`src/rtl/fcr_pkg.sv`:
```
// Shared types and constants for the framed command receiver.
`timescale 1ns / 1ps

package fcr_pkg;

	localparam logic [7:0] HEADER_BYTE  = 8'hAA;
	localparam logic [7:0] CMD_FUNCTION = 8'hF3;
	localparam int         MAX_PAYLOAD  = 249;
	localparam int         HEAD_DEPTH   = 7;
	localparam int         IDX_W        = $clog2(HEAD_DEPTH + 1);
	localparam int         HIDX_W       = $clog2(HEAD_DEPTH);
	localparam int         NUM_THRESH   = 6;
	localparam int         CFG_IDX_W    = 1;

	localparam logic [CFG_IDX_W-1:0] REG_OWN_ADDR   = CFG_IDX_W'(0);
	localparam logic [CFG_IDX_W-1:0] REG_BCAST_ADDR = CFG_IDX_W'(1);

	localparam logic [7:0] SUB_MODE   = 8'd0;
	localparam logic [7:0] SUB_THRESH = 8'd1;
	localparam logic [7:0] SUB_PAGE   = 8'd2;

	typedef enum logic [2:0] {
		PH_IDLE    = 3'd0,
		PH_TARGET  = 3'd1,
		PH_FUNC    = 3'd2,
		PH_LEN     = 3'd3,
		PH_PAYLOAD = 3'd4,
		PH_SUM     = 3'd5,
		PH_SOS     = 3'd6
	} phase_t;

	typedef enum logic [1:0] {
		KIND_MODE   = 2'd0,
		KIND_THRESH = 2'd1,
		KIND_PAGE   = 2'd2
	} kind_t;

	typedef struct packed {
		logic                            valid;
		kind_t                           kind;
		logic [7:0]                      mode;
		logic [7:0]                      old_mode;
		logic [7:0]                      page;
		logic [NUM_THRESH-1:0][7:0]      thresh;
	} result_t;

endpackage

```
`src/rtl/fcr_parser.sv`:
```
// Frame parser: header/address/length sequencing, checksums and command decode.
`timescale 1ns / 1ps

module fcr_parser (
	input  logic             clk,
	input  logic             arst_n,
	input  logic             en,
	input  logic [7:0]       rx_byte,
	input  logic [7:0]       own_address,
	input  logic [7:0]       broadcast_address,
	output fcr_pkg::result_t res
);
	import fcr_pkg::*;

	phase_t            phase_q, phase_d;
	logic [7:0]        left_q, left_d;
	logic [IDX_W-1:0]  idx_q, idx_d;
	logic [7:0]        func_q, func_d;
	logic [7:0]        sum_q, sum_d;
	logic [7:0]        sos_q, sos_d;
	logic [7:0]        rsum_q, rsum_d;
	logic [7:0]        mode_q, mode_d;
	logic [7:0]        old_q, old_d;
	logic [7:0]        page_q, page_d;
	logic [7:0]        head_q [HEAD_DEPTH];
	logic              head_we;
	logic [7:0]        sum_add;
	logic [7:0]        sos_add;
	logic              fire;
	kind_t             kind;

	assign sum_add = sum_q + rx_byte;
	assign sos_add = sos_q + sum_add;

	always_comb begin
		phase_d = phase_q;
		left_d  = left_q;
		idx_d   = idx_q;
		func_d  = func_q;
		sum_d   = sum_q;
		sos_d   = sos_q;
		rsum_d  = rsum_q;
		mode_d  = mode_q;
		old_d   = old_q;
		page_d  = page_q;
		head_we = 1'b0;
		fire    = 1'b0;
		kind    = KIND_MODE;
		if (en) begin
			unique case (phase_q)
				PH_IDLE: begin
					if (rx_byte == HEADER_BYTE) begin
						sum_d   = HEADER_BYTE;
						sos_d   = HEADER_BYTE;
						phase_d = PH_TARGET;
					end
				end
				PH_TARGET: begin
					if (rx_byte == own_address || rx_byte == broadcast_address) begin
						sum_d   = sum_add;
						sos_d   = sos_add;
						phase_d = PH_FUNC;
					end else begin
						phase_d = PH_IDLE;
					end
				end
				PH_FUNC: begin
					func_d  = rx_byte;
					sum_d   = sum_add;
					sos_d   = sos_add;
					phase_d = PH_LEN;
				end
				PH_LEN: begin
					if (rx_byte <= 8'(MAX_PAYLOAD)) begin
						left_d  = rx_byte;
						idx_d   = '0;
						sum_d   = sum_add;
						sos_d   = sos_add;
						phase_d = PH_PAYLOAD;
					end else begin
						phase_d = PH_IDLE;
					end
				end
				PH_PAYLOAD: begin
					// A zero length swallows the byte after the length field.
					if (left_q == 8'd0) begin
						phase_d = PH_IDLE;
					end else begin
						// The index saturates once the head store is full.
						if (idx_q < IDX_W'(HEAD_DEPTH)) begin
							head_we = 1'b1;
							idx_d   = idx_q + IDX_W'(1);
						end
						left_d = left_q - 8'd1;
						sum_d  = sum_add;
						sos_d  = sos_add;
						if (left_q == 8'd1) begin
							phase_d = PH_SUM;
						end
					end
				end
				PH_SUM: begin
					rsum_d  = rx_byte;
					phase_d = PH_SOS;
				end
				PH_SOS: begin
					phase_d = PH_IDLE;
					if (rsum_q == sum_q && rx_byte == sos_q && func_q == CMD_FUNCTION
						&& idx_q >= IDX_W'(1)) begin
						case (head_q[0])
							SUB_MODE: begin
								if (idx_q >= IDX_W'(2)) begin
									if (head_q[1] != mode_q) begin
										old_d = mode_q;
									end
									mode_d = head_q[1];
									fire   = 1'b1;
									kind   = KIND_MODE;
								end
							end
							SUB_THRESH: begin
								if (idx_q >= IDX_W'(HEAD_DEPTH)) begin
									fire = 1'b1;
									kind = KIND_THRESH;
								end
							end
							SUB_PAGE: begin
								if (idx_q >= IDX_W'(2)) begin
									page_d = head_q[1];
									fire   = 1'b1;
									kind   = KIND_PAGE;
								end
							end
							default: begin
							end
						endcase
					end
				end
				default: begin
					phase_d = PH_IDLE;
				end
			endcase
		end
	end

	always_comb begin
		res.valid    = fire;
		res.kind     = kind;
		res.mode     = mode_d;
		res.old_mode = old_d;
		res.page     = page_d;
		for (int i = 0; i < NUM_THRESH; i++) begin
			res.thresh[i] = (kind == KIND_THRESH) ? head_q[i + 1] : 8'd0;
		end
	end

	always_ff @(posedge clk or negedge arst_n) begin
		if (!arst_n) begin
			phase_q <= PH_IDLE;
		end else begin
			phase_q <= phase_d;
		end
	end

	always_ff @(posedge clk or negedge arst_n) begin
		if (!arst_n) begin
			left_q <= '0;
			idx_q  <= '0;
			func_q <= '0;
			sum_q  <= '0;
			sos_q  <= '0;
			rsum_q <= '0;
			mode_q <= '0;
			old_q  <= '0;
			page_q <= '0;
		end else begin
			left_q <= left_d;
			idx_q  <= idx_d;
			func_q <= func_d;
			sum_q  <= sum_d;
			sos_q  <= sos_d;
			rsum_q <= rsum_d;
			mode_q <= mode_d;
			old_q  <= old_d;
			page_q <= page_d;
		end
	end

	// Payload head entries are only read after being written in the same frame.
	always_ff @(posedge clk) begin
		if (head_we) begin
			head_q[idx_q[HIDX_W-1:0]] <= rx_byte;
		end
	end

endmodule

```
`src/rtl/framed_command_receiver.sv`:
```
// Framed command receiver top level: input stage, parser and output buffering.
//
// Bytes enter on the s_axis channel, one per transaction, and are parsed into
// frames of header 0xAA, target, function, length, payload, sum and
// sum-of-sums. A checked frame with function 0xF3, a known subcommand and
// enough payload bytes produces one result transaction on the m_axis channel.
// The own and broadcast target addresses are set through the cfg write port;
// write them only while no byte is in flight (the block does not enforce it).
// A result is registered when the sum-of-sums byte leaves the input register
// through the parser; it lands in the result register, or in the skid buffer
// while the result register is stalled.
// Throughput: one byte per cycle while the skid buffer is free; each byte needs
// a single pass of parser logic between the input and result registers.
// The output has a result register plus a one-entry skid buffer. When the
// downstream stalls, bytes keep flowing until the skid buffer holds a result;
// then s_axis_tready drops only while a byte waits in the input register.
// Reset puts the parser in its idle state, empties both output entries, sets
// the own address to 0x00, the broadcast address to 0xFF and the held mode,
// previous mode and page to zero.
`timescale 1ns / 1ps

module framed_command_receiver (
	input  logic                          clk,
	input  logic                          arst_n,
	input  logic                          s_axis_tvalid,
	output logic                          s_axis_tready,
	input  logic [7:0]                    s_axis_tdata,  // [7:0] rx_byte
	output logic                          m_axis_tvalid,
	input  logic                          m_axis_tready,
	// [7:0] mode_value, [15:8] previous_mode, [23:16] page_number,
	// [31:24] thresh_l_low, [39:32] thresh_l_high, [47:40] thresh_a_low,
	// [55:48] thresh_a_high, [63:56] thresh_b_low, [71:64] thresh_b_high
	output logic [71:0]                   m_axis_tdata,
	output logic [1:0]                    m_axis_tuser,  // [1:0] result_kind
	input  logic                          cfg_we,
	input  logic [fcr_pkg::CFG_IDX_W-1:0] cfg_index,
	input  logic [7:0]                    cfg_data
);
	import fcr_pkg::*;

	logic       valid_s1;
	logic [7:0] byte_s1;
	logic       advance;
	logic [7:0] own_q;
	logic [7:0] bcast_q;
	result_t    res;
	result_t    out_q;
	result_t    skid_q;
	logic       out_valid_q;
	logic       skid_valid_q;
	logic       take;

	// A byte leaves the input register only when the skid entry is free, so a
	// result it raises always finds room.
	assign advance       = valid_s1 && !skid_valid_q;
	assign s_axis_tready = !valid_s1 || advance;
	assign take          = out_valid_q && m_axis_tready;

	always_ff @(posedge clk or negedge arst_n) begin
		if (!arst_n) begin
			own_q   <= 8'h00;
			bcast_q <= 8'hFF;
		end else if (cfg_we) begin
			unique case (cfg_index)
				REG_OWN_ADDR:   own_q   <= cfg_data;
				REG_BCAST_ADDR: bcast_q <= cfg_data;
				default: begin
				end
			endcase
		end
	end

	always_ff @(posedge clk or negedge arst_n) begin
		if (!arst_n) begin
			valid_s1 <= 1'b0;
		end else if (s_axis_tready) begin
			valid_s1 <= s_axis_tvalid;
		end
	end

	always_ff @(posedge clk) begin
		if (s_axis_tready && s_axis_tvalid) begin
			byte_s1 <= s_axis_tdata;
		end
	end

	fcr_parser u_parser (
		.clk               (clk),
		.arst_n            (arst_n),
		.en                (advance),
		.rx_byte           (byte_s1),
		.own_address       (own_q),
		.broadcast_address (bcast_q),
		.res               (res)
	);

	always_ff @(posedge clk or negedge arst_n) begin
		if (!arst_n) begin
			out_valid_q  <= 1'b0;
			skid_valid_q <= 1'b0;
		end else if (take || !out_valid_q) begin
			if (skid_valid_q) begin
				out_valid_q  <= 1'b1;
				skid_valid_q <= 1'b0;
			end else begin
				out_valid_q <= res.valid;
			end
		end else if (res.valid) begin
			skid_valid_q <= 1'b1;
		end
	end

	always_ff @(posedge clk) begin
		if (take || !out_valid_q) begin
			if (skid_valid_q) begin
				out_q <= skid_q;
			end else begin
				out_q <= res;
			end
		end else if (res.valid) begin
			skid_q <= res;
		end
	end

	assign m_axis_tvalid = out_valid_q;
	assign m_axis_tuser  = out_q.kind;
	assign m_axis_tdata  = {out_q.thresh, out_q.page, out_q.old_mode, out_q.mode};

	a_skid_needs_out: assert property (@(posedge clk) disable iff (!arst_n)
		skid_valid_q |-> out_valid_q)
		else $error("skid entry holds a result while the output register is empty");

	a_result_has_room: assert property (@(posedge clk) disable iff (!arst_n)
		res.valid |-> !skid_valid_q)
		else $error("parser raised a result with both output entries full");

	a_result_kind_known: assert property (@(posedge clk) disable iff (!arst_n)
		res.valid |-> (res.kind == KIND_MODE || res.kind == KIND_THRESH
			|| res.kind == KIND_PAGE))
		else $error("parser raised a result of an unknown kind");

	a_stall_only_when_full: assert property (@(posedge clk) disable iff (!arst_n)
		!s_axis_tready |-> (valid_s1 && skid_valid_q && out_valid_q))
		else $error("input stalled while output buffering had room");

	a_skid_drains: assert property (@(posedge clk) disable iff (!arst_n)
		(skid_valid_q && take) |=> (out_valid_q && !skid_valid_q))
		else $error("skid entry did not move into the output register");

endmodule
```
`config.mk`:
```
export PLATFORM = sky130hd
export DESIGN_NAME = framed_command_receiver
export DESIGN_NICKNAME = d
export VERILOG_FILES = /design/src/rtl/fcr_pkg.sv /design/src/rtl/fcr_parser.sv /design/src/rtl/framed_command_receiver.sv
export SDC_FILE = /design/constraint.sdc
export NUM_CORES = 1
export LEC_CHECK = 0
export BUFFER_PORTS_ARGS = -buffer_cell sky130_fd_sc_hd__buf_2
export CAP_MARGIN = 5
export CORE_UTILIZATION = 60
export CTS_BUF_LIST = sky130_fd_sc_hd__clkbuf_16
export CTS_CLUSTER_DIAMETER = 80
export DETAILED_ROUTE_END_ITERATION = 6
export GPL_TIMING_DRIVEN = 1
export PLACE_DENSITY = 0.8
export SETUP_SLACK_MARGIN = 0.1
export SYNTH_ARGS = -nofsm -noshare
export SYNTH_HDL_FRONTEND = slang
export SYNTH_SLANG_ARGS = --single-unit
```
`constraint.sdc`:
```
create_clock -name clk -period 10.35 [get_ports clk]
set_input_delay 2.07 -clock clk [delete_from_list [all_inputs] [get_ports clk]]
set_output_delay 2.07 -clock clk [all_outputs]
set_load 0.1 [all_outputs]
```
# Yosys cells after proc, flatten, opt, wreduce, memory -nomap -nowiden
# Memory sizes are Yosys's and may differ from the RTL's.
# Index checks and enable logic that the tools add are counted.
totals:
  in_bits: 22
  latch_bits: 0
  mem_bits_rw: 56
  rom_bits: 0
  elab_cells: 165
  register_bits: 245
  n_memories: 1
  out_inout_bits: 76
op_classes:
  bitwise_logic: 2
  addsub: 4
  eq_ne: 23
  n_shift: 0
  mux: 66
  n_div: 0
  reduce_logical: 28
  mul: 0
  order_cmp: 5
mem_list:
  columns: ["memory", "depth", "width", "rd", "rd_ports_with_merged_regs", "write_ports", "line", "text"]
  rows:
  - ["u_parser.head_q", 7, 8, 7, 0, 1, "fcr_parser.sv:25", "logic [7:0] head_q [HEAD_DEPTH];"]
op_table:
  columns: ["cell", "count"]
  rows:
  - ["$mux 8", 31]
  - ["$pmux 8 s5", 2]
  - ["$mux 74", 1]
  - ["$eq 8x8->1", 4]
  - ["$mux 3", 7]
  - ["$pmux 3 s6", 1]
  - ["$add 8x8->8", 2]
  - ["$eq 8x1->1 const B", 2]
  - ["$eq 8x8->1 const B", 2]
  - ["$logic_not 8->1", 2]
  - ["$pmux 8 s2", 1]
  - ["$mux 1", 15]
  - ["$mux 2", 5]
  - ["$reduce_and 2->1", 5]
  - ["$eq 3x3->1 const B", 3]
  - ["$eq 8x2->1 const B", 1]
  - ["$le 8x8->1 const B", 1]
  - ["$ne 2x1->1 const B", 4]
  - ["$ne 8x8->1", 1]
  - ["$sub 8x1->8 const B", 1]
  - ["$eq 3x2->1 const B", 2]
  - ["$logic_and 1x1->1", 6]
  - ["$pmux 3 s2", 1]
  - ["$reduce_and 6->1", 1]
  - ["other kinds (21)", 27]

# Longest topological paths before layout
# Gate-level depths: netlist (run 1).
depth:
  word_depth: 10
  ltp_mapped: 12

# Cells and area by module
# Synthesis (run 1) repeated with hierarchy kept, for this count alone.
hier_totals:
  hier_cells: 839
  hier_area_um2: 12859.8
modules_own_cells:
  columns: ["module", "seq_area_each_um2", "cells_per_inst", "area_each_um2", "n_inst"]
  rows:
  - ["fcr_parser", 3433.3, 552, 6432.4, 1]
  - ["framed_command_receiver", 5170.0, 287, 6427.4, 1]

# Least setup slack after synthesis (run 1)
# OpenSTA, ideal clock, no wires.
synth_timing:
  path_kind: "input port to flip-flop"
  from: "input port m_axis_tready"
  to: "register skid_q[0] (netlist name), enable pin"
  stages: 2
  arrival_time_ps: 9449
  path_slack_ps: 288
  setup_ps: 612
  cell_sequence: "nand2b_1 nor3b_1"
synth_between:
  elab_chain_len: 4
synth_rtl:
  columns: ["element", "line", "text"]
  rows:
  - ["start: declaration", "framed_command_receiver.sv:29", "input logic m_axis_tready,"]
  - ["$logic_and 1x1->1", "framed_command_receiver.sv:57", "assign take = out_valid_q && m_axis_tready;"]
  - ["$logic_or 1x1->1", "framed_command_receiver.sv:114", "if (take || !out_valid_q) begin"]
  - ["$not 1->1 (no line)", null, null]
  - ["$reduce_and 2->1 (no line)", null, null]
  - ["end signal: assignment", "framed_command_receiver.sv:121", "skid_q <= res;"]
  - ["end: declaration", "framed_command_receiver.sv:48", "result_t skid_q;"]
# Every way passes these cells.
# A chain may end at the register's enable or synchronous reset.

# Final worst setup path (run 1)
layout_timing:
  from: "register skid_valid_q"
  to: "output port s_axis_tready"
layout_between:
  elab_chain_len: 3
layout_rtl:
  columns: ["element", "line", "text"]
  rows:
  - ["start: declaration", "framed_command_receiver.sv:50", "logic skid_valid_q;"]
  - ["start signal: assignment", "framed_command_receiver.sv:100", "skid_valid_q <= 1'b0;"]
  - ["start signal: assignment", "framed_command_receiver.sv:104", "skid_valid_q <= 1'b0;"]
  - ["start signal: assignment", "framed_command_receiver.sv:109", "skid_valid_q <= 1'b1;"]
  - ["$logic_not 1->1", "framed_command_receiver.sv:55", "assign advance = valid_s1 && !skid_valid_q;"]
  - ["$logic_and 1x1->1", "framed_command_receiver.sv:55", null]
  - ["$logic_or 1x1->1", "framed_command_receiver.sv:56", "assign s_axis_tready = !valid_s1 || advance;"]
  - ["end: declaration", "framed_command_receiver.sv:26", "output logic s_axis_tready,"]
# Every way passes these cells.

==> impl_metrics.yaml, run 1 <==
status:
  run_status: "complete, no violations"
die:
  die_w_um: 146.7
  io-pin-count: 98
  core_area_sq_um: 20360
  die_area_sq_um: 21520
  placement_rows: 52
  starting_density_pct: 61.70
  die_height_um: 146.7
placement:
  port_buffers: 97
  gp_congestion: 0.8775
  dp_cells: 1182
  dpl.hpwl_mm: 14.56
route:
  topRoutingLayerUsed: "met4"
  via_per_inst: 5.854
  postRouteAntennaNets: 0
  avgRoutedWirePerCell_um: 18.91
  route.final.wire_length_mm: 23.39
  routedLengthMet1_mm: 10.02
  met3_wirelength_um: 947
  via_count: 7241
  met2_wirelength_mm: 11.80
  drc_errors: 0
  detail_route.first_pass.iterations: 5
  iteration_0_drc_markers: 481
yosys:
  synthesis.area_per_instance_sq_um: 14.90
  ys.flop_type: "sky130_fd_sc_hd__edfxtp_1"
  net_count_of_the_mapped_netlist: 888
  register_bit_count_reported_by_yosys: 301
  netlist_instances: 843
  synth_cell_types: 51
  postSynth.asyncResetShare_pct: 29.57
  seq_area_frac_synth_pct: 68.47
  synth_edf_count: 212
  syn_area_sq_um: 12560
  ys.warnings.count: 0
critical_path:
  crit_required_ns: 8.28
  cpLargestDelayFamily: "buffers and inverters"
  timing.critical_path.slowest_cell_delay_ns: 0.68
  slowest_stage: "sky130_fd_sc_hd__buf_4"
  crit_path_end_kind: "primary output"
  total_buffers_and_inverters_traversed_by_the_critical_path: 2
  worstPathCellList: "buf_4 -> nand2_1 -> buf_2"
  worst-setup-path-type: "flip-flop to primary output"
  crit_arrival_ns: 2.16
  worstPathMaxFanout: 78
  start_kind: "flip-flop"
timing:
  tightest_slew_ns: 1.197
  final_min_period_over_clock_period_pct: 40.92
  timing.slew.headroom_pct: 19.52
  final.min_clock_period_ns: 4.235
  setup_viol_count_final: 0
  timing.final.max_slew_violations: 0
  report.final.hold_viol_count: 0
  max_freq_ghz: 0.2361
  skew_ns: 0.01840
  hold-worst-slack_ns: 0.4993
  fin_tns_setup_ns: 0
  setup_repair_after_global_routing_missed_its_margin: "false"
clock_network:
  cts_buffers: 30
  hold_buffers: 0
  cts.path.max_buffers: 3
  ctsRootBufferMaster: "sky130_fd_sc_hd__clkbuf_16"
  postCtsSetupBuffers: 0
  max_h_tree_level: 1
  cts_tree: "built"
  cts.repair.resized: 0
  clk_pin_slew_ns: 0.06
  clkSinkCount: 301
  clock_latency_ns: 0.56
final_layout:
  finish.cell_count_without_fillers: 1237
  number_of_nets_in_the_layout: 989
  layout.cells.most_common: "sky130_fd_sc_hd__edfxtp_1"
  drive_above_1_share_pct: 26.47
  nFillCells: 1331
  areaGrowthSynthToFinish_pct: 13.90
  most-common-layout-cells: "sky130_fd_sc_hd__edfxtp_1 (212), sky130_fd_sc_hd__buf_2 (96), sky130_fd_sc_hd__mux2_2 (81), sky130_fd_sc_hd__dfrtp_1 (80), sky130_fd_sc_hd__and2_1 (51)"
  antennaDiodeCount: 0
grt:
  grt_start_max_net_pins: 79
  groute.usage.overall_pct: 22.46
  antenna_found_initial: 0
  grt.overflow.total: 0
  grt_first_pass_wirelength_mm: 37.56
  first_global_vias: 7085
pwr:
  power.switching_fraction_pct: 27.32
  switching_power_mw: 0.8188
  leakagePower_nw: 6.097
  power_per_cell_area_nw_per_um2: 209.4
  pwr-share-seq_pct: 47.1
  share_clk_of_total_power_pct: 34.9
  pwr-share-comb_pct: 18.0
  vdd.ir_drop.worst_v: 0.0001547
  power.internal_mw: 2.178
run:
  timing.max_cap.violations: 0
worst_hold_path:
  hold_class: "flip-flop to flip-flop"
-- routing by layer --
metal | vias to the layer above | track usage (%)
li1 | 3376 | -
met1 | 3606 | 29.98
met2 | 213 | 38.60
met3 | 46 | 2.981
met4 | 0 | 6.927
met5 | - | 0
-- flip-flops by register name, summed over array words and instances (netlist names), 8 cells and up --
signal and count:
skid_q 74, m_axis_tdata 72, u_parser.head_q 56, bcast_q 8, byte_s1 8, own_q 8
u_parser.func_q 8, u_parser.left_q 8, u_parser.mode_q 8, u_parser.old_q 8, u_parser.page_q 8, u_parser.rsum_q 8
u_parser.sos_q 8, u_parser.sum_q 8
-- power by group through the flow --
stage               logic [mW]  registers [mW]  clock network, mW
global placement         0.517            1.43                  0
global route             0.612            1.42               1.12
detailed placement       0.533            1.44                  0
finish                   0.539            1.41               1.04
CTS                      0.537            1.41               1.06
floorplan                0.434            1.41                  0
-- worst paths after layout --
check                              startpoint                 end  slack (ns)  cells past startpoint
max                              skid_valid_q       s_axis_tready        6.12                      3
min                        u_parser.func_q[2]  u_parser.func_q[2]        0.50                      1
max reg2reg                        byte_s1[0]   u_parser.sos_q[7]        6.39                     12
min reg2reg                u_parser.func_q[2]  u_parser.func_q[2]        0.50                      1
max in group asynchronous              arst_n        skid_valid_q        7.78                      2
min in group asynchronous              arst_n            own_q[6]        1.42                      1
-- logic make-up after synthesis --
family / share of synthesized area (%)
DFF: 68.47
and+or+nand+nor: 8.186
AOI/OAI and AO/OA: 8.016
muxes: 7.339
buffers and inverters: 1.882
xor gates and xnor gates: 3.695
adders and majority gates: 2.410
-- cells in the mapped netlist, types with 2 or more instances --
library cell,number,share of area (%)
sky130_fd_sc_hd__o2bb2ai_1,2,0.14
sky130_fd_sc_hd__or3b_2,2,0.14
sky130_fd_sc_hd__edfxtp_1,212,51
sky130_fd_sc_hd__o31ai_1,6,0.36
sky130_fd_sc_hd__and3_1,2,0.10
sky130_fd_sc_hd__and2_1,51,2.5
sky130_fd_sc_hd__and4b_1,2,0.16
sky130_fd_sc_hd__a21o_1,4,0.24
sky130_fd_sc_hd__fa_1,2,0.32
sky130_fd_sc_hd__dfrtp_1,81,16
sky130_fd_sc_hd__nand2b_1,5,0.25
sky130_fd_sc_hd__nor4_2,2,0.20
sky130_fd_sc_hd__nor3b_1,2,0.12
sky130_fd_sc_hd__a21oi_1,17,0.68
sky130_fd_sc_hd__nor4_1,5,0.25
sky130_fd_sc_hd__nand4_1,9,0.45
sky130_fd_sc_hd__nand2_1,28,0.84
sky130_fd_sc_hd__xor2_1,7,0.49
sky130_fd_sc_hd__o2111ai_1,3,0.21
sky130_fd_sc_hd__nor2_1,30,0.90
sky130_fd_sc_hd__a31oi_1,7,0.35
sky130_fd_sc_hd__or2_2,2,0.10
sky130_fd_sc_hd__dfstp_2,8,1.7
sky130_fd_sc_hd__buf_2,12,0.48
sky130_fd_sc_hd__a22oi_1,3,0.18
sky130_fd_sc_hd__nand3_1,15,0.60
sky130_fd_sc_hd__o21bai_1,3,0.18
sky130_fd_sc_hd__nor3_1,10,0.40
sky130_fd_sc_hd__xnor2_1,46,3.2
sky130_fd_sc_hd__nor2b_1,2,0.10
sky130_fd_sc_hd__inv_1,15,0.45
sky130_fd_sc_hd__mux2_2,81,7.3
sky130_fd_sc_hd__or3_1,6,0.30
sky130_fd_sc_hd__clkbuf_1,28,0.84
sky130_fd_sc_hd__o21ai_0,39,1.6
sky130_fd_sc_hd__or4_1,7,0.42
sky130_fd_sc_hd__a22o_1,49,3.4
sky130_fd_sc_hd__o211ai_1,5,0.30
sky130_fd_sc_hd__ha_1,21,2.1
-- through the flow --
| step | instance area (sq um) | setup WS, ns | total power, mW | utilization (%) |
|---|---|---|---|---|
| after floorplan | 12560 | 0.2883 | 1.844 | - |
| after global placement | 13340 | 5.594 | 1.951 | 65.53 |
| after detailed placement | 13340 | 5.569 | 1.969 | 65.53 |
| after CTS | 14310 | 6.122 | 3.011 | 70.28 |
| after global routing | 14310 | 5.933 | 3.149 | 70.28 |
| final | 14310 | 6.115 | 2.997 | 70.28 |
-- area by class of cell --
cell class | instances | area (sq um) | area share, %
Timing Repair Buffer | 111 | 593.1 | 4.144
Multi-Input combinational cell | 485 | 3752 | 26.22
Sequential cell | 301 | 8605 | 60.12
Inverter | 15 | 56.30 | 0.3934
Clock buffer | 30 | 750.7 | 5.246
Tap cell | 270 | 337.8 | 2.361
Clock inverter | 25 | 216.5 | 1.513
-- worst reg2reg max path: cells and delay by family, from the launching register on --
family | cells | cell delay, ns
and+or+nand+nor | 2 | 0.20
AOI/OAI and AO/OA | 4 | 1.41
adders and majority gates | 3 | 1.10
buffers and inverters | 1 | 0.10
xor gates and xnor gates | 2 | 0.35
DFF | 1 | 0.70
Power figures use the tool's default switching activity.
==> inputs of run 2 (changes only) <==
- ABC_AREA: not set -> 1
- clock period: 10.35 -> 4.3 ns (I/O delays scaled with it)
==> run 2 against run 1 <==
Against the previous run: routed wire length up 14%; largest power group unchanged; non-clock buffer count is 3 lower; die area is 2.0% higher; final area increased by 1.1%; global-route usage grew 2.4 points; clock skew decreased by 0.0070 ns; sequential cell count unchanged; clock power up 130%.
==> impl_metrics.yaml, run 2 <==
pwr:
  totalPowerFinal_mw: 7.369
  vdd.ir_drop.worst_v: 0.0006151
  power_per_cell_area_nw_per_um2: 509.2
  leakagePower_nw: 7.134
yosys:
  synth_top_cells_by_area: "sky130_fd_sc_hd__edfxtp_1 (50%), sky130_fd_sc_hd__dfrtp_1 (16%), sky130_fd_sc_hd__nand2_1 (9.6%)"
  netlist_instances: 1218
  biggest_area_consumer_among_synthesized_cells: "sky130_fd_sc_hd__edfxtp_1"
  seq_area_frac_synth_pct: 67.14
  syn_area_sq_um: 12810
  yosysTopAreaCellShare_pct: 49.68
  net_count_of_the_mapped_netlist: 1263
  synthesis.area_per_instance_sq_um: 10.52
  synthMostInstantiatedCell: "sky130_fd_sc_hd__nand2_1"
  postSynth.asyncResetShare_pct: 29.57
  ys.flop_type: "sky130_fd_sc_hd__edfxtp_1"
  ys.warnings.count: 0
  register_bit_count_reported_by_yosys: 301
  synth_cell_types: 36
  synth_common_cells: "sky130_fd_sc_hd__nand2_1 (329), sky130_fd_sc_hd__edfxtp_1 (212), sky130_fd_sc_hd__inv_1 (138), sky130_fd_sc_hd__nor2_1 (116), sky130_fd_sc_hd__o21ai_0 (82)"
  synth_edf_count: 212
grt:
  groute.usage.overall_pct: 24.87
  first_global_vias: 8340
  antenna_found_initial: 0
  grt_start_max_net_pins: 72
  grt_first_pass_wirelength_mm: 42.47
  grt.overflow.total: 0
clock_network:
  clkSinkCount: 301
  postCtsSetupBuffers: 0
  cts.path.max_buffers: 3
  hold_buffers: 0
  clock_latency_ns: 0.54
  ctsRootBufferMaster: "sky130_fd_sc_hd__clkbuf_16"
  max_h_tree_level: 1
  clk_pin_slew_ns: 0.06
  cts.repair.resized: 0
  cts_tree: "built"
  cts_buffers: 28
route:
  postRouteAntennaNets: 0
  avgRoutedWirePerCell_um: 16.43
  detail_route.first_pass.iterations: 5
  drc_errors: 0
  route.final.wire_length_mm: 26.61
  via_per_inst: 5.416
  via_count: 8769
  iteration_0_drc_markers: 853
final_layout:
  largest_register: "skid_q"
  number_of_nets_in_the_layout: 1367
  most-common-layout-cells: "sky130_fd_sc_hd__nand2_1 (328), sky130_fd_sc_hd__edfxtp_1 (212), sky130_fd_sc_hd__inv_1 (148), sky130_fd_sc_hd__nor2_1 (115), sky130_fd_sc_hd__buf_2 (96)"
  utilization_of_the_core_after_routing_pct: 69.06
  largest_register_ffs: 74
  areaGrowthSynthToFinish_pct: 12.93
  drive_above_1_share_pct: 13.24
  fin_area_sq_um: 14470
  antennaDiodeCount: 0
  layout.cells.most_common: "sky130_fd_sc_hd__nand2_1"
die:
  placement_rows: 53
  io-pin-count: 98
  die_area_sq_um: 21950
  die_w_um: 148.1
  die_height_um: 148.1
  starting_density_pct: 61.15
  core_area_sq_um: 20960
placement:
  dpl.hpwl_mm: 17.42
  gp_congestion: 0.9254
  post_place_instance_area_sq_um: 13590
  port_buffers: 97
timing:
  final_min_period_over_clock_period_pct: 73.20
  fin_tns_setup_ns: 0
  skew_ns: 0.01141
  timing.final.max_slew_violations: 0
  report.final.hold_viol_count: 0
  setup_repair_after_global_routing_missed_its_margin: "false"
  final.min_clock_period_ns: 3.148
  tightest_slew_ns: 1.098
  max_freq_ghz: 0.3177
  setup_viol_count_final: 0
  timing.slew.headroom_pct: 26.51
critical_path:
  worstPathMaxFanout: 12
  start_kind: "flip-flop"
  worst-setup-path-type: "flip-flop to flip-flop"
  r2r_setup_slack_ns: 1.15
  crit_path_end_kind: "flip-flop"
  crit_arrival_ns: 3.58
  crit_required_ns: 4.73
run:
  timing.max_cap.violations: 0
worst_hold_path:
  hold_class: "input port to asynchronous set/reset pin"
status:
  run_status: "complete, no violations"
## run 2: area by class of cell
class / instances / area, sq um
clock buffer: 29 / 725.7
clock inverter: 23 / 151.4
fill: 1498 / 6484
inverter: 146 / 549.3
multi-input combinational: 737 / 3515
sequential: 301 / 8603
tap: 275 / 344.1
timing repair buffer: 108 / 583.1
## run 2: final timing paths
kind | start | end | cells past startpoint
setup / recovery | byte_s1[0] | u_parser.sos_q[7] | 16
max in group asynchronous | arst_n | valid_s1 | 2
hold reg to reg | u_parser.func_q[0] | u_parser.func_q[0] | 2
min in group clk | u_parser.func_q[0] | u_parser.func_q[0] | 2
hold / removal | arst_n | own_q[6] | 1
setup reg to reg | byte_s1[0] | u_parser.sos_q[7] | 16
## run 2: cell families (layout without fill, tap and decap cells)
kind of cell    Yosys count  in the layout  share of synthesized area, %
fa+ha+maj                23             23                         2.363
flops                   301            301                         67.14
buf+inv                 180            306                         5.556
compound gates          168            168                         6.756
xor+xnor                 31             31                         2.119
simple gates            515            515                         16.07
## run 2: layer usage
| layer | track usage [%] | vias to the layer above | part of all wire [%] |
|---|---|---|---|
| li1 | - | 4206 | - |
| met4 | 8.144 | 0 | 2.9 |
| met1 | 32.99 | 4200 | 41 |
| met2 | 42.39 | 303 | 50 |
| met3 | 3.742 | 60 | 6.3 |
| met5 | 0 | - | 0 |
## run 2: metrics by stage
| step | cells | worst slack (ns) | hold WS, ns |
|---|---|---|---|
| global placement | 1567 | 1.307 | 0.4712 |
| detailed placement | 1567 | 1.199 | 0.4742 |
| finish | 1619 | 1.152 | 0.4631 |
| global route | 1619 | 0.9395 | 0.4821 |
| CTS | 1619 | 1.182 | 0.4822 |
| floorplan | 1218 | 0.5214 | 0.4527 |
## run 2: worst max-delay path, stage by stage, from the launching register on
cell	delay (ns)
sky130_fd_sc_hd__edfxtp_1	0.61
sky130_fd_sc_hd__ha_1	0.34
sky130_fd_sc_hd__fa_1	0.44
sky130_fd_sc_hd__nand3_1	0.09
sky130_fd_sc_hd__nand2_1	0.08
sky130_fd_sc_hd__a21oi_1	0.15
sky130_fd_sc_hd__nor2_1	0.06
sky130_fd_sc_hd__nor2_1	0.11
sky130_fd_sc_hd__xnor2_1	0.16
sky130_fd_sc_hd__ha_1	0.30
sky130_fd_sc_hd__a21oi_1	0.13
sky130_fd_sc_hd__o21ai_0	0.10
sky130_fd_sc_hd__a21oi_1	0.14
sky130_fd_sc_hd__nand3b_1	0.13
sky130_fd_sc_hd__nand3_1	0.08
sky130_fd_sc_hd__nand2_1	0.07
sky130_fd_sc_hd__nand2_1	0.05
## run 2: where the power goes
part / switching (mW) / internal, mW / total, mW
Clock: 1.03 / 1.33 / 2.37
Combinational: 0.946 / 0.594 / 1.54
Sequential: 0.185 / 3.28 / 3.46
Total: 2.16 / 5.20 / 7.37
